File: src/rtl/detector_rolloff_augment_unit_macros.svh
// Assertion macros for the detector roll-off augment unit.
// Each macro samples on clk_i and stands down while rst_ni is low.
`ifndef DETECTOR_ROLLOFF_AUGMENT_UNIT_MACROS_SVH
`define DETECTOR_ROLLOFF_AUGMENT_UNIT_MACROS_SVH

// Check a property on every clock edge outside reset.
`define DRA_ASSERT(lbl, prop, msg) \
  lbl: assert property (@(posedge clk_i) disable iff (!rst_ni) (prop)) else $error(msg);

// Check that a condition in one cycle brings another in the next.
`define DRA_ASSERT_NEXT(lbl, pre, post, msg) \
  lbl: assert property (@(posedge clk_i) disable iff (!rst_ni) (pre) |=> (post)) else $error(msg);

`endif

File: src/rtl/dra_pkg.sv
// Shared types, constants and detector tables for the roll-off augment unit.
// No dependencies.
package dra_pkg;

  typedef enum logic [1:0] {
    CFG_KIND     = 2'd0,
    CFG_STRENGTH = 2'd1,
    CFG_NOISE    = 2'd2,
    CFG_BASELINE = 2'd3
  } cfg_idx_e;

  typedef struct packed {
    logic [2:0]  kind;
    logic [15:0] strength;
    logic [15:0] noise_gain;
    logic        baseline_en;
  } cfg_t;

  localparam logic [2:0]  NUM_KINDS    = 3'd5;
  localparam logic [16:0] Q16_ONE      = 17'd65536;
  localparam logic [16:0] SENS_CLIP_LO = 17'd6554;
  // ceil(2^34 / 125): exact quotient for numerators below 2^27
  localparam logic [27:0] RECIP125     = 28'd137438954;
  // ceil(2^32 / 100): exact quotient for numerators below 2^25
  localparam logic [25:0] RECIP100     = 26'd42949673;
  // log2(e) in Q16
  localparam logic [16:0] LOG2E_Q16    = 17'd94548;

  function automatic logic [15:0] band_lo_q4(input logic [2:0] k);
    case (k)
      3'd0:    band_lo_q4 = 16'd16000;
      3'd1:    band_lo_q4 = 16'd17600;
      3'd2:    band_lo_q4 = 16'd16000;
      3'd3:    band_lo_q4 = 16'd6400;
      3'd4:    band_lo_q4 = 16'd14400;
      default: band_lo_q4 = 16'd0;
    endcase
  endfunction

  function automatic logic [15:0] band_hi_q4(input logic [2:0] k);
    case (k)
      3'd0:    band_hi_q4 = 16'd25600;
      3'd1:    band_hi_q4 = 16'd35200;
      3'd2:    band_hi_q4 = 16'd44800;
      3'd3:    band_hi_q4 = 16'd14400;
      3'd4:    band_hi_q4 = 16'd27200;
      default: band_hi_q4 = 16'hFFFF;
    endcase
  endfunction

  function automatic logic [3:0] rate_milli(input logic [2:0] k);
    case (k)
      3'd0:    rate_milli = 4'd8;
      3'd1:    rate_milli = 4'd5;
      3'd2:    rate_milli = 4'd4;
      3'd3:    rate_milli = 4'd15;
      3'd4:    rate_milli = 4'd6;
      default: rate_milli = 4'd0;
    endcase
  endfunction

  function automatic logic [15:0] floor_q16(input logic [2:0] k);
    case (k)
      3'd0:    floor_q16 = 16'd19661;
      3'd1:    floor_q16 = 16'd13107;
      3'd2:    floor_q16 = 16'd16384;
      3'd3:    floor_q16 = 16'd6554;
      3'd4:    floor_q16 = 16'd22938;
      default: floor_q16 = 16'd0;
    endcase
  endfunction

  // 2^(-i/16) in Q16
  function automatic logic [16:0] pow2_neg16(input logic [3:0] i);
    case (i)
      4'd0:    pow2_neg16 = 17'd65536;
      4'd1:    pow2_neg16 = 17'd62757;
      4'd2:    pow2_neg16 = 17'd60097;
      4'd3:    pow2_neg16 = 17'd57549;
      4'd4:    pow2_neg16 = 17'd55109;
      4'd5:    pow2_neg16 = 17'd52773;
      4'd6:    pow2_neg16 = 17'd50535;
      4'd7:    pow2_neg16 = 17'd48393;
      4'd8:    pow2_neg16 = 17'd46341;
      4'd9:    pow2_neg16 = 17'd44376;
      4'd10:   pow2_neg16 = 17'd42495;
      4'd11:   pow2_neg16 = 17'd40693;
      4'd12:   pow2_neg16 = 17'd38968;
      4'd13:   pow2_neg16 = 17'd37316;
      4'd14:   pow2_neg16 = 17'd35734;
      default: pow2_neg16 = 17'd34219;
    endcase
  endfunction

endpackage

File: src/rtl/dra_div.sv
// Pipelined reciprocal: inv = round(2^32 / max(sens, floor clip)) - 2^16,
// one quotient bit per stage. Depends on dra_pkg.
module dra_div import dra_pkg::*; #(
  parameter int SIDE_W = 67
) (
  input  logic              clk_i,
  input  logic              rst_ni,
  input  logic              en_i,
  input  logic              valid_i,
  input  logic [16:0]       sens_i,
  input  logic [SIDE_W-1:0] side_i,
  output logic              valid_o,
  output logic [19:0]       inv_o,
  output logic [SIDE_W-1:0] side_o
);

  localparam int QB = 20;

  logic [QB-1:0]     vld_q;
  logic [16:0]       rem_q  [QB];
  logic [16:0]       sc_q   [QB];
  logic [QB-1:0]     quo_q  [QB];
  logic [SIDE_W-1:0] side_q [QB];
  logic [16:0]       sc_in;

  assign sc_in = (sens_i < SENS_CLIP_LO) ? SENS_CLIP_LO : sens_i;

  always_ff @(posedge clk_i or negedge rst_ni) begin
    if (!rst_ni) begin
      vld_q <= '0;
    end else if (en_i) begin
      vld_q <= {vld_q[QB-2:0], valid_i};
    end
  end

  for (genvar i = 0; i < QB; i++) begin : g_step
    localparam int B = QB - 1 - i;
    logic [16:0]   rem_p, sc_p, rem_d;
    logic [QB-1:0] quo_p;
    logic [15:0]   half;
    logic          dbit, ge;
    logic [17:0]   trial;

    if (i == 0) begin : g_first
      // top dividend bits of 2^32 + sc/2 are exactly 4096
      assign rem_p = 17'd4096;
      assign sc_p  = sc_in;
      assign quo_p = '0;
    end else begin : g_next
      assign rem_p = rem_q[i-1];
      assign sc_p  = sc_q[i-1];
      assign quo_p = quo_q[i-1];
    end

    assign half = sc_p[16:1];
    if (B < 16) begin : g_low
      assign dbit = half[B];
    end else begin : g_high
      assign dbit = 1'b0;
    end

    assign trial = {rem_p, dbit};
    assign ge    = (trial >= {1'b0, sc_p});
    assign rem_d = ge ? 17'(trial - {1'b0, sc_p}) : trial[16:0];

    always_ff @(posedge clk_i) begin
      if (en_i) begin
        rem_q[i] <= rem_d;
        sc_q[i]  <= sc_p;
        quo_q[i] <= quo_p | (QB'(ge) << B);
        side_q[i] <= (i == 0) ? side_i : side_q[(i == 0) ? 0 : i-1];
      end
    end
  end

  assign valid_o = vld_q[QB-1];
  assign inv_o   = quo_q[QB-1] - 20'd65536;
  assign side_o  = side_q[QB-1];

endmodule

File: config.mk
export PLATFORM = sky130hd
export DESIGN_NAME = dra_div
export DESIGN_NICKNAME = d
export VERILOG_FILES = /design/src/rtl/detector_rolloff_augment_unit_macros.svh /design/src/rtl/dra_pkg.sv /design/src/rtl/dra_div.sv
export SDC_FILE = /design/constraint.sdc
export NUM_CORES = 2
export LEC_CHECK = 0
export BUFFER_PORTS_ARGS = -buffer_cell sky130_fd_sc_hd__buf_2
export CORE_MARGIN = 2
export CORE_UTILIZATION = 25
export DETAILED_ROUTE_END_ITERATION = 12
export GPL_ROUTABILITY_DRIVEN = 0
export PLACE_DENSITY = 0.37
export SLEW_MARGIN = 10
export SYNTH_ARGS = -nofsm -noshare
export SYNTH_HDL_FRONTEND = slang
export SYNTH_SLANG_ARGS = --single-unit
File: constraint.sdc
create_clock -name clk_i -period 8.7 [get_ports clk_i]
set_clock_uncertainty 0.1 [all_clocks]
set_input_delay 1.74 -clock clk_i [delete_from_list [all_inputs] [get_ports clk_i]]
set_output_delay 1.74 -clock clk_i [all_outputs]
set_load 0.05 [all_outputs]
==> results.toml <==
[outcome]
outcome = "complete, no violations"

[place]
io_buffers = 175
hpwlAfterDp_um = 98000
dpl.cell_count = 9825

[yosys]
yosysMostFrequentCell = "edfxtp_1"
synth_common_cells = "edfxtp_1 (2196), inv_1 (396), a21oi_1 (339), ha_1 (325), nor2_1 (303)"
synth_cell_type_count = 92
synthSimpleGateAreaFrac = 0.0449
synth_nets = 5560
synthArstFlopShare = 0.00903
synth_top_family_by_area = "compound AO/OA/AOI/OAI gates"
synth_top_area_cell = "edfxtp_1"
synth_area_um2 = 86100
synth_cells = 5129
synth_seq_area_share = 0.772
synth_top_area_share = 0.766
synth_top_flop_cell = "edfxtp_1"
synth_mux_area_frac = 0.0203
netlist_top_cells_area = "edfxtp_1 (77%), ha_1 (4.7%), a21oi_1 (2.0%)"
yosys.area_share.adder = 0.0514
yosysWarnings = 0
synth-xor-area-share = 0.0235
synth_compound_area_frac = 0.0654
avgSynthCellArea_um2 = 16.8
synth_edf_count = 2196
synth_seq_cells = 2216

[grt]
grt.overflow.total = 0
grt_pass1_vias = 43172
antenna_found_initial = 4
grt_pass1_wl_um = 244000
grt_use_total = 0.0873
grt_max_degree = 181

[power_and_ir_drop]
p_int_mw = 23.4
power_leakage_nw = 36.5
p_comb_frac = 0.238
seqPwrFrac = 0.437
power_density_nw_per_um2 = 326
peakVddDrop_v = 0.000129
swShare = 0.289
p_sw_mw = 9.53
clkPwrFrac = 0.326

[floorplanning]
row_count = 215
die_w_um = 591
core-area_um2 = 343000
dieArea_um2 = 349000
start_util = 0.251
die_y_um = 591
io_pins = 176

[route]
wire_per_inst_um = 15.1
ant_nets = 0
drcViolationCount = 0
vias = 41566
drtIter0Drc = 2366
viasPerCell = 4.04
dr.pass1.iters = 5
drt-total-wl_um = 155000

[clock_network]
cts_resized = 0
root_buffer = "clkbuf_16"
numCtsBuffers = 273
htreeDepth = 5
clock_sinks = 2216
hold_buffers = 0
clkLatencyLatePin_ns = 0.88
cts_setup_buffers = 0
clk_path_buf_depth = 4
clkTransAtPathRegs_ns = 0.07
cts_tree = "yes"

[hold_path]
min_path_type = "reg -> reg"

[sta]
hold_violations = 0
min_period_over_period = 0.481
fin_tns_setup_ns = 0
slew-limit-headroom = 0.271
worst_pin_slew_ns = 1.09
max_freq_mhz = 239
min_period_ns = 4.19
setup-violations-final = 0
slew_violations = 0
rsz0062_at_grt = "false"

[worst_setup_path]
cp_slowest_cell = "nor4_1"
cpPeakStageDelay_ns = 0.70
crit_arrival_ns = 4.69
cp_top_family = "simple AND/OR/NAND/NOR gates"
setup.worst_path.start_class = "input pin"
critPathBufInv = 2
crit_required_ns = 9.21
crit_chain = "buf_2 -> nor4_1 -> o21ai_0 -> buf_4 -> nand2_1 -> ha_1 -> nor2b_1 -> nand2_1 -> nor4_1 -> xnor2_1 -> and3_1"
crit_type = "in -> reg"
worst-path-max-fanout = 12
worst_setup_path_end_kind = "flip-flop"

[final_layout]
fill_cells = 34001
final_cell_count_no_fill = 10297
nets = 5974
drive_gt1_frac = 0.131
area_growth_pct = 17.5

[job]
maxCapViolations = 0
-- path summary, 6_finish.rpt --
| kind | start | endpoint | slack [ns] | cells past startpoint |
|---|---|---|---|---|
| max in group asynchronous | rst_ni | vld_q[6] | 7.48 | 1 |
| max reg2reg | sc_q[5][14] | rem_q[6][5] | 4.67 | 10 |
| min | side_q[15][37] | side_q[16][37] | 0.30 | 0 |
| max | sens_i[13] | rem_q[0][10] | 4.51 | 11 |
| min reg2reg | side_q[15][37] | side_q[16][37] | 0.30 | 0 |
| min in group asynchronous | rst_ni | vld_q[19] | 0.72 | 1 |
-- final cells by class --
| cell class | count | area, um2 | share of cell area |
|---|---|---|---|
| diodes | 2 | 5.00 | 0.0000495 |
| clock buffers | 341 | 7240 | 0.0716 |
| clock inverters | 129 | 1170 | 0.0116 |
| inverters | 396 | 1490 | 0.0147 |
| multi-input cells | 2438 | 17700 | 0.175 |
| flip-flops and latches | 2216 | 66400 | 0.657 |
| well taps | 4557 | 5700 | 0.0564 |
| repair buffers | 218 | 1340 | 0.0132 |
-- stage by stage --
step                hold WS [ns]  area, um2  utilization  setup slack [ns]  power [mW]
detailed placement         0.305      92700        0.270              3.57        22.5
floorplan                  0.300      86100            -              4.40        20.4
finish                     0.296     101000        0.295              4.51        32.9
global route               0.305     101000        0.295              4.28        35.0
CTS                        0.284     101000        0.295              4.56        33.6
global placement           0.300      92700        0.270              3.54        22.4
-- cells by family after synthesis --
kind of cell / count (synthesis)
AO/OA/AOI/OAI: 890
XOR/XNOR: 231
adder cells (fa/ha/maj): 343
buffers and inverters: 475
flip-flops: 2216
multiplexers: 153
AND/OR/NAND/NOR: 821
-- registers in the layout (all words and copies together), names as in the netlist --
register  cells
quo_q       210
rem_q       323
sc_q        323
side_q     1340
vld_q        20
-- power groups by stage --
stage               Combinational (mW)  Sequential (mW)  Clock, mW
floorplan                         6.02             14.3          0
global placement                  7.77             14.6          0
detailed placement                7.87             14.6          0
CTS                               7.93             14.4       11.3
global route                      8.83             14.5       11.7
finish                            7.83             14.4       10.7
-- placed cells by master, fill, tap and decap left out, types with 20 or more instances in the layout --
master     instances
inv_1            396
nor2b_1           46
a21oi_1          338
a21o_1           101
a31oi_1           30
dfrtp_1           20
o21a_1            48
clkinv_2          31
o21ai_0          164
nand4_1           41
nand2_1          169
edfxtp_1        2196
ha_1             325
a211oi_1          28
buf_2            174
nand2b_1          33
nand3_1           49
nor3_1            71
and3_1            22
xor2_1            88
buf_4             33
nor2_1           303
xnor2_1          143
clkbuf_1          61
clkinv_1          56
clkbuf_16        280
mux2_2           123
-- layer usage --
| metal | GRT usage | up-vias | share of wire |
|---|---|---|---|
| li1 | - | 20289 | - |
| met1 | 0.105 | 20236 | 0.43 |
| met2 | 0.150 | 656 | 0.49 |
| met3 | 0.0177 | 385 | 0.040 |
| met4 | 0.0401 | 0 | 0.042 |
| met5 | 0 | - | 0 |
(Power assumes the default switching activity.)
