File: src/rtl/detector_rolloff_augment_unit_macros.svh
// Assertion macros for the detector roll-off augment unit.
// Each macro samples on clk_i and stands down while rst_ni is low.
`ifndef DETECTOR_ROLLOFF_AUGMENT_UNIT_MACROS_SVH
`define DETECTOR_ROLLOFF_AUGMENT_UNIT_MACROS_SVH

// Check a property on every clock edge outside reset.
`define DRA_ASSERT(lbl, prop, msg) \
  lbl: assert property (@(posedge clk_i) disable iff (!rst_ni) (prop)) else $error(msg);

// Check that a condition in one cycle brings another in the next.
`define DRA_ASSERT_NEXT(lbl, pre, post, msg) \
  lbl: assert property (@(posedge clk_i) disable iff (!rst_ni) (pre) |=> (post)) else $error(msg);

`endif

File: src/rtl/dra_pkg.sv
// Shared types, constants and detector tables for the roll-off augment unit.
// No dependencies.
package dra_pkg;

  typedef enum logic [1:0] {
    CFG_KIND     = 2'd0,
    CFG_STRENGTH = 2'd1,
    CFG_NOISE    = 2'd2,
    CFG_BASELINE = 2'd3
  } cfg_idx_e;

  typedef struct packed {
    logic [2:0]  kind;
    logic [15:0] strength;
    logic [15:0] noise_gain;
    logic        baseline_en;
  } cfg_t;

  localparam logic [2:0]  NUM_KINDS    = 3'd5;
  localparam logic [16:0] Q16_ONE      = 17'd65536;
  localparam logic [16:0] SENS_CLIP_LO = 17'd6554;
  // ceil(2^34 / 125): exact quotient for numerators below 2^27
  localparam logic [27:0] RECIP125     = 28'd137438954;
  // ceil(2^32 / 100): exact quotient for numerators below 2^25
  localparam logic [25:0] RECIP100     = 26'd42949673;
  // log2(e) in Q16
  localparam logic [16:0] LOG2E_Q16    = 17'd94548;

  function automatic logic [15:0] band_lo_q4(input logic [2:0] k);
    case (k)
      3'd0:    band_lo_q4 = 16'd16000;
      3'd1:    band_lo_q4 = 16'd17600;
      3'd2:    band_lo_q4 = 16'd16000;
      3'd3:    band_lo_q4 = 16'd6400;
      3'd4:    band_lo_q4 = 16'd14400;
      default: band_lo_q4 = 16'd0;
    endcase
  endfunction

  function automatic logic [15:0] band_hi_q4(input logic [2:0] k);
    case (k)
      3'd0:    band_hi_q4 = 16'd25600;
      3'd1:    band_hi_q4 = 16'd35200;
      3'd2:    band_hi_q4 = 16'd44800;
      3'd3:    band_hi_q4 = 16'd14400;
      3'd4:    band_hi_q4 = 16'd27200;
      default: band_hi_q4 = 16'hFFFF;
    endcase
  endfunction

  function automatic logic [3:0] rate_milli(input logic [2:0] k);
    case (k)
      3'd0:    rate_milli = 4'd8;
      3'd1:    rate_milli = 4'd5;
      3'd2:    rate_milli = 4'd4;
      3'd3:    rate_milli = 4'd15;
      3'd4:    rate_milli = 4'd6;
      default: rate_milli = 4'd0;
    endcase
  endfunction

  function automatic logic [15:0] floor_q16(input logic [2:0] k);
    case (k)
      3'd0:    floor_q16 = 16'd19661;
      3'd1:    floor_q16 = 16'd13107;
      3'd2:    floor_q16 = 16'd16384;
      3'd3:    floor_q16 = 16'd6554;
      3'd4:    floor_q16 = 16'd22938;
      default: floor_q16 = 16'd0;
    endcase
  endfunction

  // 2^(-i/16) in Q16
  function automatic logic [16:0] pow2_neg16(input logic [3:0] i);
    case (i)
      4'd0:    pow2_neg16 = 17'd65536;
      4'd1:    pow2_neg16 = 17'd62757;
      4'd2:    pow2_neg16 = 17'd60097;
      4'd3:    pow2_neg16 = 17'd57549;
      4'd4:    pow2_neg16 = 17'd55109;
      4'd5:    pow2_neg16 = 17'd52773;
      4'd6:    pow2_neg16 = 17'd50535;
      4'd7:    pow2_neg16 = 17'd48393;
      4'd8:    pow2_neg16 = 17'd46341;
      4'd9:    pow2_neg16 = 17'd44376;
      4'd10:   pow2_neg16 = 17'd42495;
      4'd11:   pow2_neg16 = 17'd40693;
      4'd12:   pow2_neg16 = 17'd38968;
      4'd13:   pow2_neg16 = 17'd37316;
      4'd14:   pow2_neg16 = 17'd35734;
      default: pow2_neg16 = 17'd34219;
    endcase
  endfunction

endpackage

File: src/rtl/dra_mix.sv
// Output pipeline: noise term, baseline term, sum and saturation.
// Depends on dra_pkg and the unit's assertion macros.
`include "detector_rolloff_augment_unit_macros.svh"
module dra_mix import dra_pkg::*; #(
  parameter int SAMPLE_WIDTH = 32,
  parameter int NOISE_WIDTH  = 16
) (
  input  logic                    clk_i,
  input  logic                    rst_ni,
  input  logic                    en_i,
  input  logic                    valid_i,
  input  logic [19:0]             inv_i,
  input  logic [16:0]             sens_i,
  input  logic                    kind_ok_i,
  input  logic [SAMPLE_WIDTH-1:0] sample_i,
  input  logic [NOISE_WIDTH-1:0]  noise_i,
  input  logic                    row_end_i,
  input  cfg_t                    cfg_i,
  output logic                    valid_o,
  output logic [SAMPLE_WIDTH-1:0] out_value_o,
  output logic                    saturated_o,
  output logic                    row_end_o
);

  localparam int SW    = SAMPLE_WIDTH;
  localparam int NW    = NOISE_WIDTH;
  localparam int ACC_W = SW + NW + 4;
  localparam int NS    = 5;
  localparam logic [ACC_W-1:0] SMAX_A = {{(ACC_W-SW+1){1'b0}}, {(SW-1){1'b1}}};
  localparam logic [ACC_W-1:0] SMIN_A = {{(ACC_W-SW+1){1'b1}}, {(SW-1){1'b0}}};

  typedef struct packed {
    logic          kind_ok;
    logic          neg;
    logic          row_end;
    logic [SW-1:0] sample;
  } side_t;

  logic [NS-1:0] vld_q;
  side_t         side_q [NS];
  side_t         side_d;

  logic [NW-1:0]    mag;
  logic [NW+19:0]   a_q;
  logic [32:0]      bln_q;
  logic [NW+35:0]   pf_q;
  logic [50:0]      bq_q;
  logic [NW+36:0]   pr;
  logic [NW+16:0]   p_q;
  logic [18:0]      bl_q;
  logic [ACC_W-1:0] ps, acc_d, acc_q;
  logic [SW-1:0]    out_q;
  logic             sat_q;

  assign side_d = '{kind_ok: kind_ok_i, neg: noise_i[NW-1], row_end: row_end_i,
                    sample: sample_i};
  assign mag    = noise_i[NW-1] ? (~noise_i + NW'(1)) : noise_i;
  assign pr     = {1'b0, pf_q} + (NW+37)'(20'h80000);
  assign ps     = side_q[2].neg ? (ACC_W'(0) - ACC_W'(p_q)) : ACC_W'(p_q);
  assign acc_d  = {{(ACC_W-SW){side_q[2].sample[SW-1]}}, side_q[2].sample} + ps
                  + ACC_W'(bl_q);

  always_ff @(posedge clk_i or negedge rst_ni) begin
    if (!rst_ni) begin
      vld_q <= '0;
    end else if (en_i) begin
      vld_q <= {vld_q[NS-2:0], valid_i};
    end
  end

  always_ff @(posedge clk_i) begin
    if (en_i) begin
      side_q[0] <= side_d;
      for (int i = 1; i < NS; i++) begin
        side_q[i] <= side_q[i-1];
      end
      a_q   <= (NW+20)'(mag) * (NW+20)'(inv_i);
      bln_q <= 33'(Q16_ONE - sens_i) * 33'(cfg_i.strength) + 33'd12800;
      pf_q  <= (NW+36)'(a_q) * (NW+36)'(cfg_i.noise_gain);
      // baseline: (v + 12800) / 25600 as ((v + 12800) >> 8) / 100
      bq_q  <= 51'(bln_q[32:8]) * 51'(RECIP100);
      p_q   <= pr[NW+36:20];
      bl_q  <= cfg_i.baseline_en ? bq_q[50:32] : 19'd0;
      acc_q <= acc_d;
      // clip to the sample range; unknown kinds pass the sample through
      if (!side_q[3].kind_ok) begin
        out_q <= side_q[3].sample;
        sat_q <= 1'b0;
      end else if ($signed(acc_q) > $signed(SMAX_A)) begin
        out_q <= SMAX_A[SW-1:0];
        sat_q <= 1'b1;
      end else if ($signed(acc_q) < $signed(SMIN_A)) begin
        out_q <= SMIN_A[SW-1:0];
        sat_q <= 1'b1;
      end else begin
        out_q <= acc_q[SW-1:0];
        sat_q <= 1'b0;
      end
    end
  end

  assign valid_o     = vld_q[NS-1];
  assign out_value_o = out_q;
  assign saturated_o = sat_q;
  assign row_end_o   = side_q[NS-1].row_end;

  `DRA_ASSERT(a_mix_hold, !en_i |=> $stable(vld_q), "mix stages moved while stalled")
  `DRA_ASSERT(a_mix_unk, valid_o && !side_q[NS-1].kind_ok |-> !saturated_o, "pass-through clipped")
  `DRA_ASSERT(a_mix_pass, valid_o && !side_q[NS-1].kind_ok |-> out_q == side_q[NS-1].sample, "pass-through changed")

endmodule

File: config.mk
export PLATFORM = sky130hd
export DESIGN_NAME = dra_mix
export DESIGN_NICKNAME = d
export VERILOG_FILES = /design/src/rtl/dra_pkg.sv /design/src/rtl/dra_mix.sv
export VERILOG_INCLUDE_DIRS = /design/src /design/src/rtl
export SDC_FILE = /design/constraint.sdc
export NUM_CORES = 2
export LEC_CHECK = 0
export BUFFER_PORTS_ARGS = -buffer_cell sky130_fd_sc_hd__buf_2
export CORE_UTILIZATION = 60
export CTS_CLUSTER_SIZE = 25
export DETAILED_ROUTE_END_ITERATION = 7
export PLACE_DENSITY = 0.9
export RECOVER_POWER = 25
export SKIP_LAST_GASP = 1
export SLEW_MARGIN = 20
export SYNTH_ARGS = -nofsm -noshare
export SYNTH_HDL_FRONTEND = slang
export SYNTH_SLANG_ARGS = --single-unit
File: constraint.sdc
create_clock -name clk_i -period 6.1 [get_ports clk_i]
set_clock_uncertainty 0.15 [all_clocks]
set_input_delay 0.61 -clock clk_i [delete_from_list [all_inputs] [get_ports clk_i]]
set_output_delay 0.61 -clock clk_i [all_outputs]
set_load 0.01 [all_outputs]
==> flow_metrics.tcl <==
set metrics [dict create \
    status "complete, but fails checks" \
    violations "DRC, capacitance limit, slew limit, setup timing" \
    cpPeakStageDelay_ns 0.52 \
    post_dp_cell_area_mm2 0.0719 \
    die_h_um 328 \
    r2r_end "pf_q[33]" \
    final_cells 8550 \
    grt_pass1_wl_um 271000 \
    slew_violations 107 \
    ys_seq_area_share_pct 18.5 \
    synth_top_area_share_pct 38.8 \
    cp_slowest_cell "fa_1" \
    hold_viol 0 \
    dieArea_mm2 0.108 \
    clk_pin_slew_worst_paths_ns 0.07 \
    viasPerCell 5.66 \
    gp_congestion 0.948 \
    core_area_mm2 0.105 \
    reg2reg_from "a_q[10]" \
    post-route-period-util_pct 120 \
    final_cell_mix "1448 x inv_1, 1209 x fa_1, 765 x nand2_1, 739 x buf_4, 600 x ha_1" \
    ys_ff_latch 395 \
    tritoncts "built" \
    yosys.area.top_type "fa_1" \
    rsz0062_at_grt "yes" \
    fin_area_mm2 0.0758 \
    worst_slack_ns -1.23 \
    start_kind "primary input" \
    worstRegToRegCells 30 \
    maxSlewHeadroom_pct -93.9 \
    mostFrequentLayoutCell "inv_1" \
    critPathKind "primary input to register" \
    areaGrowthSynthToFinish_pct 18.6 \
    cts-htree-levels 2 \
    worst-slew-pin-transition_ns 2.91 \
    wirelength_um 173000 \
    ys.warnings.count 0 \
    initial_core_util_pct 60.6 \
    syn_avg_cell_area_um2 10.1 \
    synth_cell_types 76 \
    worstPathArrival_ns 7.53 \
    dp_cells 8343 \
    syn_nets 8309 \
    hpwlAfterDp_um 134000 \
    r2r_slack_ns -1.06 \
    tns_ns -67.21 \
    synth_edf_count 390 \
    min_from "sample_i[15]" \
    synth_area_mm2 0.0639 \
    min_path_type "primary input to register" \
    ys.flop_type "edfxtp_1" \
    synth_area_leaders "fa_1 39%, edfxtp_1 18%, ha_1 12%" \
    antenna_found_initial 11 \
    track_usage_pct 31.9 \
    drv_cap 1 \
    final_nets 9122 \
    fmax_ghz 0.136 \
    ioPinCount 162 \
    grt_overflow 0 \
    period_minus_slack_ns 7.33 \
    required_ns 6.30 \
    die-width_um 328 \
    grt_pass1_vias 53100 \
    io_buffer_count 158 \
    drc_errors 59 \
    cts.sinks 395 \
    dr.pass1.iters 8 \
    holdPathEnd "side_q[0][15]" \
    drtIter0Drc 4512 \
    syn_inst 6306 \
    drt-wirelength-per-cell_um 20.3 \
    end_kind "register" \
    worstHoldPathCells 1 \
    numCtsBuffers 42 \
    layout-drive-gt1-share_pct 19.6 \
    cp_max_fo 4 \
    finalSetupViolCount 102 \
    cts_root_buf "clkbuf_16" \
    crit_top_cell "fa_1" \
    grt_max_degree 155 \
    vias 48400 \
    insertion_delay_ns 0.60 \
    postRouteAntennaNets 0 \
    rows 119 \
    cts_buffer_depth 3 \
    ys_async_sr_fraction_pct 1.27 \
]
-- registers in the layout (all words and copies together), names as in the netlist --
signal and cells:
a_q 36, acc_q 52, bl_q 19, bln_q 25
bq_q 19, out_value_o 32, p_q 33, pf_q 33
saturated_o 1, side_q 140, vld_q 5
-- worst max-delay path: cells and delay by family --
family,cells,cell delay [ns]
compound gates,11,2.25
xor+xnor,2,0.35
fa+ha+maj,7,3.16
buf+inv,6,0.59
simple gates,3,0.57
-- cell usage after synthesis, types with 29 or more instances --
master,instances
nor2_1,124
ha_1,637
o21ai_0,79
and2_1,474
a21o_1,52
xor2_1,63
clkbuf_1,210
inv_1,1500
nand3_1,29
a21oi_1,169
xnor2_1,176
nand2_1,808
edfxtp_1,390
nand4_1,29
nor3_1,30
fa_1,1239
-- routing by layer --
layer | part of all wire, % | GRT usage, % | vias up
met4 | 5.4 | 13.4 | 10
met1 | 36 | 38.8 | 24000
met5 | 0.033 | 0 | -
met2 | 50 | 55.6 | 2793
li1 | - | - | 20800
met3 | 8.9 | 6.18 | 814
-- cells by family after synthesis --
| logic type | count (synthesis) | share of synthesized area [%] |
|---|---|---|
| adder cells (fa/ha/maj) | 1876 | 51.3 |
| buffers and inverters | 1713 | 10.1 |
| AND/OR/NAND/NOR | 1629 | 12.3 |
| AO/OA/AOI/OAI | 447 | 4.39 |
| flip-flops | 395 | 18.5 |
| XOR/XNOR | 239 | 3.28 |
| multiplexers | 7 | 0.121 |
-- how the worst max path moves through the flow --
stage / start / endpoint / slack [ns]
6_report: noise_i[5] / a_q[30] / -1.23
5_1_grt: noise_i[5] / a_q[32] / -1.44
4_1_cts: noise_i[5] / a_q[32] / -1.10
3_5_place_dp: noise_i[5] / a_q[32] / -1.93
3_3_place_gp: noise_i[5] / a_q[32] / -1.77
2_1_floorplan: sens_i[5] / bln_q[27] / -1.42
-- layout make-up --
cell class	instances	area [um^2]
Fill cell	6506	29700
Inverter	1500	5630
Timing Repair Buffer	982	7430
Antenna cell	6	15.0
Clock buffer	53	1090
Tap cell	1391	1740
Multi-Input combinational cell	4198	47700
Sequential cell	395	11800
Clock inverter	25	325
-- timing repair --
item | CTS | global route
hold endpoints to repair | 5 | 0
hold buffers | 1 | 0
gates cloned | 0 | 0
setup endpoints to repair | 93 | 105
buffers inserted | 96 | 50
resized for setup | 221 | 141
pin swaps | 167 | 126
-- per-stage QoR --
step | hold WS, ns | setup slack (ns) | util (%)
floorplan | 0.164 | -1.42 | -
global placement | 0.253 | -1.77 | 68.2
finish | 0.0395 | -1.23 | 71.9
global route | 0.0239 | -1.44 | 71.9
detailed placement | 0.255 | -1.93 | 68.2
CTS | 0.0113 | -1.10 | 71.1
Power is left out: the tool's default activity adds up to more than one toggle a clock period on the data nets, which glitch-free logic cannot reach.
