**src/rtl/detector_rolloff_augment_unit_macros.svh**
```systemverilog
// Assertion macros for the detector roll-off augment unit.
// Each macro samples on clk_i and stands down while rst_ni is low.
`ifndef DETECTOR_ROLLOFF_AUGMENT_UNIT_MACROS_SVH
`define DETECTOR_ROLLOFF_AUGMENT_UNIT_MACROS_SVH

// Check a property on every clock edge outside reset.
`define DRA_ASSERT(lbl, prop, msg) \
  lbl: assert property (@(posedge clk_i) disable iff (!rst_ni) (prop)) else $error(msg);

// Check that a condition in one cycle brings another in the next.
`define DRA_ASSERT_NEXT(lbl, pre, post, msg) \
  lbl: assert property (@(posedge clk_i) disable iff (!rst_ni) (pre) |=> (post)) else $error(msg);

`endif

```
**src/rtl/dra_pkg.sv**
```systemverilog
// Shared types, constants and detector tables for the roll-off augment unit.
// No dependencies.
package dra_pkg;

  typedef enum logic [1:0] {
    CFG_KIND     = 2'd0,
    CFG_STRENGTH = 2'd1,
    CFG_NOISE    = 2'd2,
    CFG_BASELINE = 2'd3
  } cfg_idx_e;

  typedef struct packed {
    logic [2:0]  kind;
    logic [15:0] strength;
    logic [15:0] noise_gain;
    logic        baseline_en;
  } cfg_t;

  localparam logic [2:0]  NUM_KINDS    = 3'd5;
  localparam logic [16:0] Q16_ONE      = 17'd65536;
  localparam logic [16:0] SENS_CLIP_LO = 17'd6554;
  // ceil(2^34 / 125): exact quotient for numerators below 2^27
  localparam logic [27:0] RECIP125     = 28'd137438954;
  // ceil(2^32 / 100): exact quotient for numerators below 2^25
  localparam logic [25:0] RECIP100     = 26'd42949673;
  // log2(e) in Q16
  localparam logic [16:0] LOG2E_Q16    = 17'd94548;

  function automatic logic [15:0] band_lo_q4(input logic [2:0] k);
    case (k)
      3'd0:    band_lo_q4 = 16'd16000;
      3'd1:    band_lo_q4 = 16'd17600;
      3'd2:    band_lo_q4 = 16'd16000;
      3'd3:    band_lo_q4 = 16'd6400;
      3'd4:    band_lo_q4 = 16'd14400;
      default: band_lo_q4 = 16'd0;
    endcase
  endfunction

  function automatic logic [15:0] band_hi_q4(input logic [2:0] k);
    case (k)
      3'd0:    band_hi_q4 = 16'd25600;
      3'd1:    band_hi_q4 = 16'd35200;
      3'd2:    band_hi_q4 = 16'd44800;
      3'd3:    band_hi_q4 = 16'd14400;
      3'd4:    band_hi_q4 = 16'd27200;
      default: band_hi_q4 = 16'hFFFF;
    endcase
  endfunction

  function automatic logic [3:0] rate_milli(input logic [2:0] k);
    case (k)
      3'd0:    rate_milli = 4'd8;
      3'd1:    rate_milli = 4'd5;
      3'd2:    rate_milli = 4'd4;
      3'd3:    rate_milli = 4'd15;
      3'd4:    rate_milli = 4'd6;
      default: rate_milli = 4'd0;
    endcase
  endfunction

  function automatic logic [15:0] floor_q16(input logic [2:0] k);
    case (k)
      3'd0:    floor_q16 = 16'd19661;
      3'd1:    floor_q16 = 16'd13107;
      3'd2:    floor_q16 = 16'd16384;
      3'd3:    floor_q16 = 16'd6554;
      3'd4:    floor_q16 = 16'd22938;
      default: floor_q16 = 16'd0;
    endcase
  endfunction

  // 2^(-i/16) in Q16
  function automatic logic [16:0] pow2_neg16(input logic [3:0] i);
    case (i)
      4'd0:    pow2_neg16 = 17'd65536;
      4'd1:    pow2_neg16 = 17'd62757;
      4'd2:    pow2_neg16 = 17'd60097;
      4'd3:    pow2_neg16 = 17'd57549;
      4'd4:    pow2_neg16 = 17'd55109;
      4'd5:    pow2_neg16 = 17'd52773;
      4'd6:    pow2_neg16 = 17'd50535;
      4'd7:    pow2_neg16 = 17'd48393;
      4'd8:    pow2_neg16 = 17'd46341;
      4'd9:    pow2_neg16 = 17'd44376;
      4'd10:   pow2_neg16 = 17'd42495;
      4'd11:   pow2_neg16 = 17'd40693;
      4'd12:   pow2_neg16 = 17'd38968;
      4'd13:   pow2_neg16 = 17'd37316;
      4'd14:   pow2_neg16 = 17'd35734;
      default: pow2_neg16 = 17'd34219;
    endcase
  endfunction

endpackage

```
**src/rtl/dra_sens.sv**
```systemverilog
// Sensitivity pipeline: band distance, exponent scaling, exp(-x) and floor blend.
// Depends on dra_pkg.
module dra_sens import dra_pkg::*; #(
  parameter int PAY_W = 49
) (
  input  logic             clk_i,
  input  logic             rst_ni,
  input  logic             en_i,
  input  logic             valid_i,
  input  logic [15:0]      wl_i,
  input  logic [PAY_W-1:0] pay_i,
  input  cfg_t             cfg_i,
  output logic             valid_o,
  output logic [16:0]      sens_o,
  output logic             kind_ok_o,
  output logic [PAY_W-1:0] pay_o
);

  localparam int NS = 10;

  typedef struct packed {
    logic             kind_ok;
    logic             outside;
    logic [15:0]      fl;
    logic [PAY_W-1:0] pay;
  } side_t;

  logic [NS-1:0] vld_q;
  side_t         side_q [NS];
  side_t         side_d;

  logic [15:0] lo, hi, dist_d;
  logic [19:0] rs_d;

  logic [15:0] dist_q;
  logic [19:0] rs_q;
  logic [36:0] num_q, num_d;
  logic        big3_q, big4_q;
  logic [54:0] qp_q;
  logic [37:0] y_q;
  logic [5:0]  n5;
  logic [27:0] tp;
  logic [11:0] t5_q, t6_q;
  logic [3:0]  idx5_q, idx6_q, idx7_q;
  logic [4:0]  nsh5_q, nsh6_q, nsh7_q, nsh8_q;
  logic        zero5_q, zero6_q, zero7_q, zero8_q;
  logic [24:0] t2p;
  logic [8:0]  t2_q;
  logic [21:0] t3p;
  logic [5:0]  t3;
  logic [11:0] t3x43;
  logic [16:0] poly_q;
  logic [33:0] mp;
  logic [16:0] m_q, e9;
  logic [33:0] sp_q, spr;
  logic [16:0] sens_q;

  always_comb begin
    lo             = band_lo_q4(cfg_i.kind);
    hi             = band_hi_q4(cfg_i.kind);
    side_d.kind_ok = (cfg_i.kind < NUM_KINDS);
    side_d.fl      = floor_q16(cfg_i.kind);
    side_d.pay     = pay_i;
    side_d.outside = 1'b0;
    dist_d         = '0;
    if (wl_i < lo) begin
      dist_d         = lo - wl_i;
      side_d.outside = side_d.kind_ok;
    end else if (wl_i > hi) begin
      dist_d         = wl_i - hi;
      side_d.outside = side_d.kind_ok;
    end
    rs_d = {16'd0, rate_milli(cfg_i.kind)} * {4'd0, cfg_i.strength};
  end

  // y_q holds x * log2(e) before the 16-bit shift: integer part in [37:32],
  // table index in [31:28], series remainder in [27:16]
  assign num_d = {36'(rs_q) * 36'(dist_q), 1'b0} + 37'd62;
  assign n5    = y_q[37:32];
  assign tp    = 28'(y_q[27:16]) * 28'(16'd45426) + 28'd32768;
  assign t2p   = 25'(t5_q) * 25'(t5_q) + 25'd32768;
  assign t3p   = 22'(t2_q) * 22'(t6_q) + 22'd32768;
  assign t3    = t3p[21:16];
  // t3 / 6 as t3 * 43 / 256, exact for six-bit values
  assign t3x43 = 12'(t3) * 12'd43;
  assign mp    = 34'(pow2_neg16(idx7_q)) * 34'(poly_q) + 34'd32768;
  assign e9    = zero8_q ? 17'd0 : (m_q >> nsh8_q);
  assign spr   = sp_q + 34'd32768;

  always_ff @(posedge clk_i or negedge rst_ni) begin
    if (!rst_ni) begin
      vld_q <= '0;
    end else if (en_i) begin
      vld_q <= {vld_q[NS-2:0], valid_i};
    end
  end

  always_ff @(posedge clk_i) begin
    if (en_i) begin
      side_q[0] <= side_d;
      for (int i = 1; i < NS; i++) begin
        side_q[i] <= side_q[i-1];
      end
      // distance and rate times strength
      dist_q  <= dist_d;
      rs_q    <= rs_d;
      // exponent numerator
      num_q   <= num_d;
      // x = round(num / 125) by reciprocal
      big3_q  <= |num_q[36:27];
      qp_q    <= 55'(num_q[26:0]) * 55'(RECIP125);
      // y = x * log2(e)
      big4_q  <= big3_q;
      y_q     <= 38'(qp_q[54:34]) * 38'(LOG2E_Q16);
      // split y, first Taylor term
      zero5_q <= big4_q || (n5 > 6'd16);
      nsh5_q  <= n5[4:0];
      idx5_q  <= y_q[31:28];
      t5_q    <= tp[27:16];
      // t squared
      t6_q    <= t5_q;
      t2_q    <= t2p[24:16];
      idx6_q  <= idx5_q;
      nsh6_q  <= nsh5_q;
      zero6_q <= zero5_q;
      // cubic term and polynomial
      poly_q  <= Q16_ONE - 17'(t6_q) + 17'(t2_q >> 1) - 17'(t3x43[11:8]);
      idx7_q  <= idx6_q;
      nsh7_q  <= nsh6_q;
      zero7_q <= zero6_q;
      // table times polynomial
      m_q     <= mp[32:16];
      nsh8_q  <= nsh7_q;
      zero8_q <= zero7_q;
      // shift by the integer part, scale the span above the floor
      sp_q    <= 34'(Q16_ONE - {1'b0, side_q[7].fl}) * 34'(e9);
      // add the floor
      sens_q  <= side_q[8].outside ? ({1'b0, side_q[8].fl} + spr[32:16]) : Q16_ONE;
    end
  end

  assign valid_o   = vld_q[NS-1];
  assign sens_o    = sens_q;
  assign kind_ok_o = side_q[NS-1].kind_ok;
  assign pay_o     = side_q[NS-1].pay;

endmodule

```
**config.mk**
```make
export PLATFORM = sky130hd
export DESIGN_NAME = dra_sens
export DESIGN_NICKNAME = d
export VERILOG_FILES = /design/src/rtl/detector_rolloff_augment_unit_macros.svh /design/src/rtl/dra_pkg.sv /design/src/rtl/dra_sens.sv
export SDC_FILE = /design/constraint.sdc
export NUM_CORES = 2
export LEC_CHECK = 0
export ABC_AREA = 1
export BUFFER_PORTS_ARGS = -buffer_cell sky130_fd_sc_hd__buf_2
export CAP_MARGIN = 15
export CORE_MARGIN = 2
export CORE_UTILIZATION = 50
export CTS_CLUSTER_DIAMETER = 30
export DETAILED_ROUTE_END_ITERATION = 7
export MAX_ROUTING_LAYER = met4
export PLACE_DENSITY = 0.66
export SETUP_SLACK_MARGIN = 0.4
export SYNTH_ARGS = -nofsm -noshare
export SYNTH_HDL_FRONTEND = slang
export SYNTH_SLANG_ARGS = --single-unit
```
**constraint.sdc**
```tcl
create_clock -name clk_i -period 26.5 [get_ports clk_i]
set_input_delay 2.65 -clock clk_i [delete_from_list [all_inputs] [get_ports clk_i]]
set_output_delay 2.65 -clock clk_i [all_outputs]
set_load 0.02 [all_outputs]
```
==> results.json <==
{
  "die_area_mm2": 0.184,
  "timing.rr.start": "t2_q[3]",
  "min_from": "side_q[2][30]",
  "fillCellCount": 15700,
  "synth_warnings": 0,
  "detailed_place_hpwl_mm": 163,
  "htreeDepth": 4,
  "yosysSeqAreaShare": 0.279,
  "min_path_cells": 0,
  "reg2reg_to": "poly_q[16]",
  "final_common_cell": "inv_1",
  "synth_edf_count": 818,
  "critPathTopFamily": "adder cells",
  "r2r_cells": 47,
  "die_x_um": 429,
  "layout.nets": 12000,
  "vias": 61300,
  "mostFrequentLayoutCells": "inv_1, nand2_1, fa_1, ha_1, edfxtp_1",
  "cts-buffers-inserted": 174,
  "top_layer_used": "met4",
  "crit_arrival_ps": 10450,
  "ant_nets": 0,
  "synth_cells": 9406,
  "grt_pass1_wl_mm": 335,
  "slowest_stage": "edfxtp_1",
  "first_pass_iters": 6,
  "max_slew_margin": 0.285,
  "start_kind": "flop",
  "grt_max_degree": 167,
  "avgSynthCellArea_um2": 9.59,
  "syn-cell-area_mm2": 0.0902,
  "post-route-min-period_ps": 9950,
  "viasPerCell": 5.09,
  "critPathMaxFanout": 13,
  "worst_pin_slew_ps": 1070,
  "ctsHoldBuffers": 0,
  "io_pins": 173,
  "port_buffers": 155,
  "gp_congestion": 0.948,
  "clockBufferDepth": 3,
  "root_buffer": "clkbuf_16",
  "pre_cts_ws_ps": 16540,
  "ff2ff_setup_slack_ps": 16550,
  "rsz0062_at_grt": "no",
  "cts_setup_buffers": 0,
  "grt.overflow.total": 0,
  "rows": 155,
  "drtIter0Drc": 3664,
  "synth_fp_nets": 11800,
  "synth_cell_types": 58,
  "critPathKind": "reg -> reg",
  "maxCapViolations": 0,
  "min_path_type": "reg -> reg",
  "clock-sinks": 845,
  "async_flop_share": 0.0118,
  "die_y_um": 429,
  "setup_slack_ps": 16550,
  "area_delta_synth_final_pct": 10.2,
  "ys.flop_type": "edfxtp_1",
  "drive_gt1_frac": 0.0538,
  "drc": 0,
  "critPathMostFrequentCell": "nand2_1",
  "status": "finished clean",
  "antenna_found_initial": 6,
  "fin_worst_skew_ps": 95.6,
  "required_ps": 27000,
  "hold_path_end": "side_q[3][30]",
  "hold_viol": 0,
  "dr_wl_met2_mm": 98.5,
  "drt-total-wl_mm": 201,
  "path_buf_inv": 10,
  "wl_per_cell_um": 16.7,
  "grt_pass1_vias": 65500,
  "wl_met1_mm": 87.7,
  "grtUsageTotal": 0.234,
  "cts_tree": "built",
  "setup_viol_count_final": 0,
  "core_mm2": 0.179,
  "cts.repair.resized": 0,
  "fin_tns_setup_ps": 0,
  "dr_wl_met3_mm": 9.75,
  "fmax_mhz": 100,
  "start_util": 0.505,
  "slew_viol_final": 0,
  "synth-seq-cells": 845,
  "critical-path-max-stage-delay_ps": 800,
  "end_kind": "flop",
  "clk_pin_slew_ps": 50,
  "finalCritPeriodShare": 0.376,
  "clock_latency_ps": 840
}
==> state kept, by name, summed over array words and instances (netlist names), 10 cells and up, named ones only <==
signal	cells
dist_q	16
t5_q	12
num_q	36
qp_q	21
sp_q	18
t6_q	12
side_q	563
vld_q	10
poly_q	17
m_q	17
y_q	22
rs_q	20
sens_o	17
==> synthesized netlist by cell type (4+ instances only) <==
cell type / number / area, um2
clkbuf_2: 4 / 20.0
a31oi_1: 32 / 200
nor3_1: 58 / 290
xnor2_1: 74 / 648
nor4_1: 15 / 93.8
clkbuf_1: 203 / 762
o22ai_1: 12 / 75.1
nand3_2: 6 / 60.1
ha_1: 1095 / 13700
edfxtp_1: 818 / 24600
dfrtp_1: 10 / 250
o21bai_1: 18 / 135
xor2_2: 4 / 65.1
o21a_1: 24 / 180
nor3_2: 4 / 40.0
and2_1: 7 / 43.8
a21boi_0: 10 / 75.1
nand3b_1: 11 / 82.6
dfxtp_1: 17 / 340
clkinv_1: 12 / 45.0
a211oi_1: 6 / 45.0
a21oi_1: 336 / 1680
buf_2: 6 / 30.0
nor2_1: 519 / 1950
fa_1: 1241 / 24800
nand2_2: 7 / 43.8
o2111ai_1: 4 / 35.0
o211ai_1: 5 / 37.5
xor2_1: 150 / 1310
nor2_2: 11 / 68.8
nand2_1: 1803 / 6770
or2_2: 6 / 37.5
nand4_1: 55 / 344
inv_1: 2378 / 8930
nand3_1: 187 / 936
o221ai_1: 6 / 52.6
o21ai_0: 187 / 936
o31ai_1: 10 / 75.1
a21o_1: 20 / 150
==> per-layer routing <==
metal	up-vias	GRT usage
met5	-	-
met1	30200	0.298
met3	341	0.0340
li1	29300	-
met2	1403	0.388
met4	0	0.0690
==> stage by stage <==
stage	hold slack, ps	area [um2]	util	cells
after floorplan	400	90200	-	9406
after global placement	400	93300	0.522	11700
after detailed placement	405	93300	0.522	11700
after CTS	344	99400	0.556	12000
after global routing	348	99500	0.556	12100
final	349	99500	0.556	12100
==> how the worst max path moves through the flow <==
stage                  from  slack [ps]  cells after the start          to
floorplan           t2_q[3]       17550                     48  poly_q[12]
global placement    t2_q[3]       16570                     47  poly_q[12]
detailed placement  t2_q[3]       16540                     47  poly_q[16]
CTS                 t2_q[3]       16410                     47  poly_q[12]
global route        t2_q[3]       15710                     47  poly_q[12]
finish              t2_q[3]       16550                     47  poly_q[16]
==> cell families (layout without fill, tap and decap cells) <==
kind of cell	after synthesis	after routing	share of synthesized area
and+or+nand+nor	2696	2696	0.120
buffers and inverters	2608	2894	0.109
adders and majority gates	2336	2336	0.427
DFF	845	845	0.279
AOI/OAI and AO/OA	691	691	0.0428
xor gates and xnor gates	228	228	0.0225
muxes	2	2	0.000222
other	0	6	0
==> layout make-up <==
| type | instances | area, um2 | share of cell area |
|---|---|---|---|
| clock inverter | 142 | 1720 | 0.0173 |
| clock buffer | 183 | 4390 | 0.0441 |
| inverter | 2393 | 8980 | 0.0903 |
| tap | 2355 | 2950 | 0.0296 |
| antenna | 6 | 15.0 | 0.000151 |
| multi-input combinational | 5953 | 55300 | 0.556 |
| sequential | 845 | 25200 | 0.253 |
| timing repair buffer | 176 | 968 | 0.00974 |
Power is left out: the tool's default activity adds up to more than one toggle a clock period on the data nets, which glitch-free logic cannot reach.
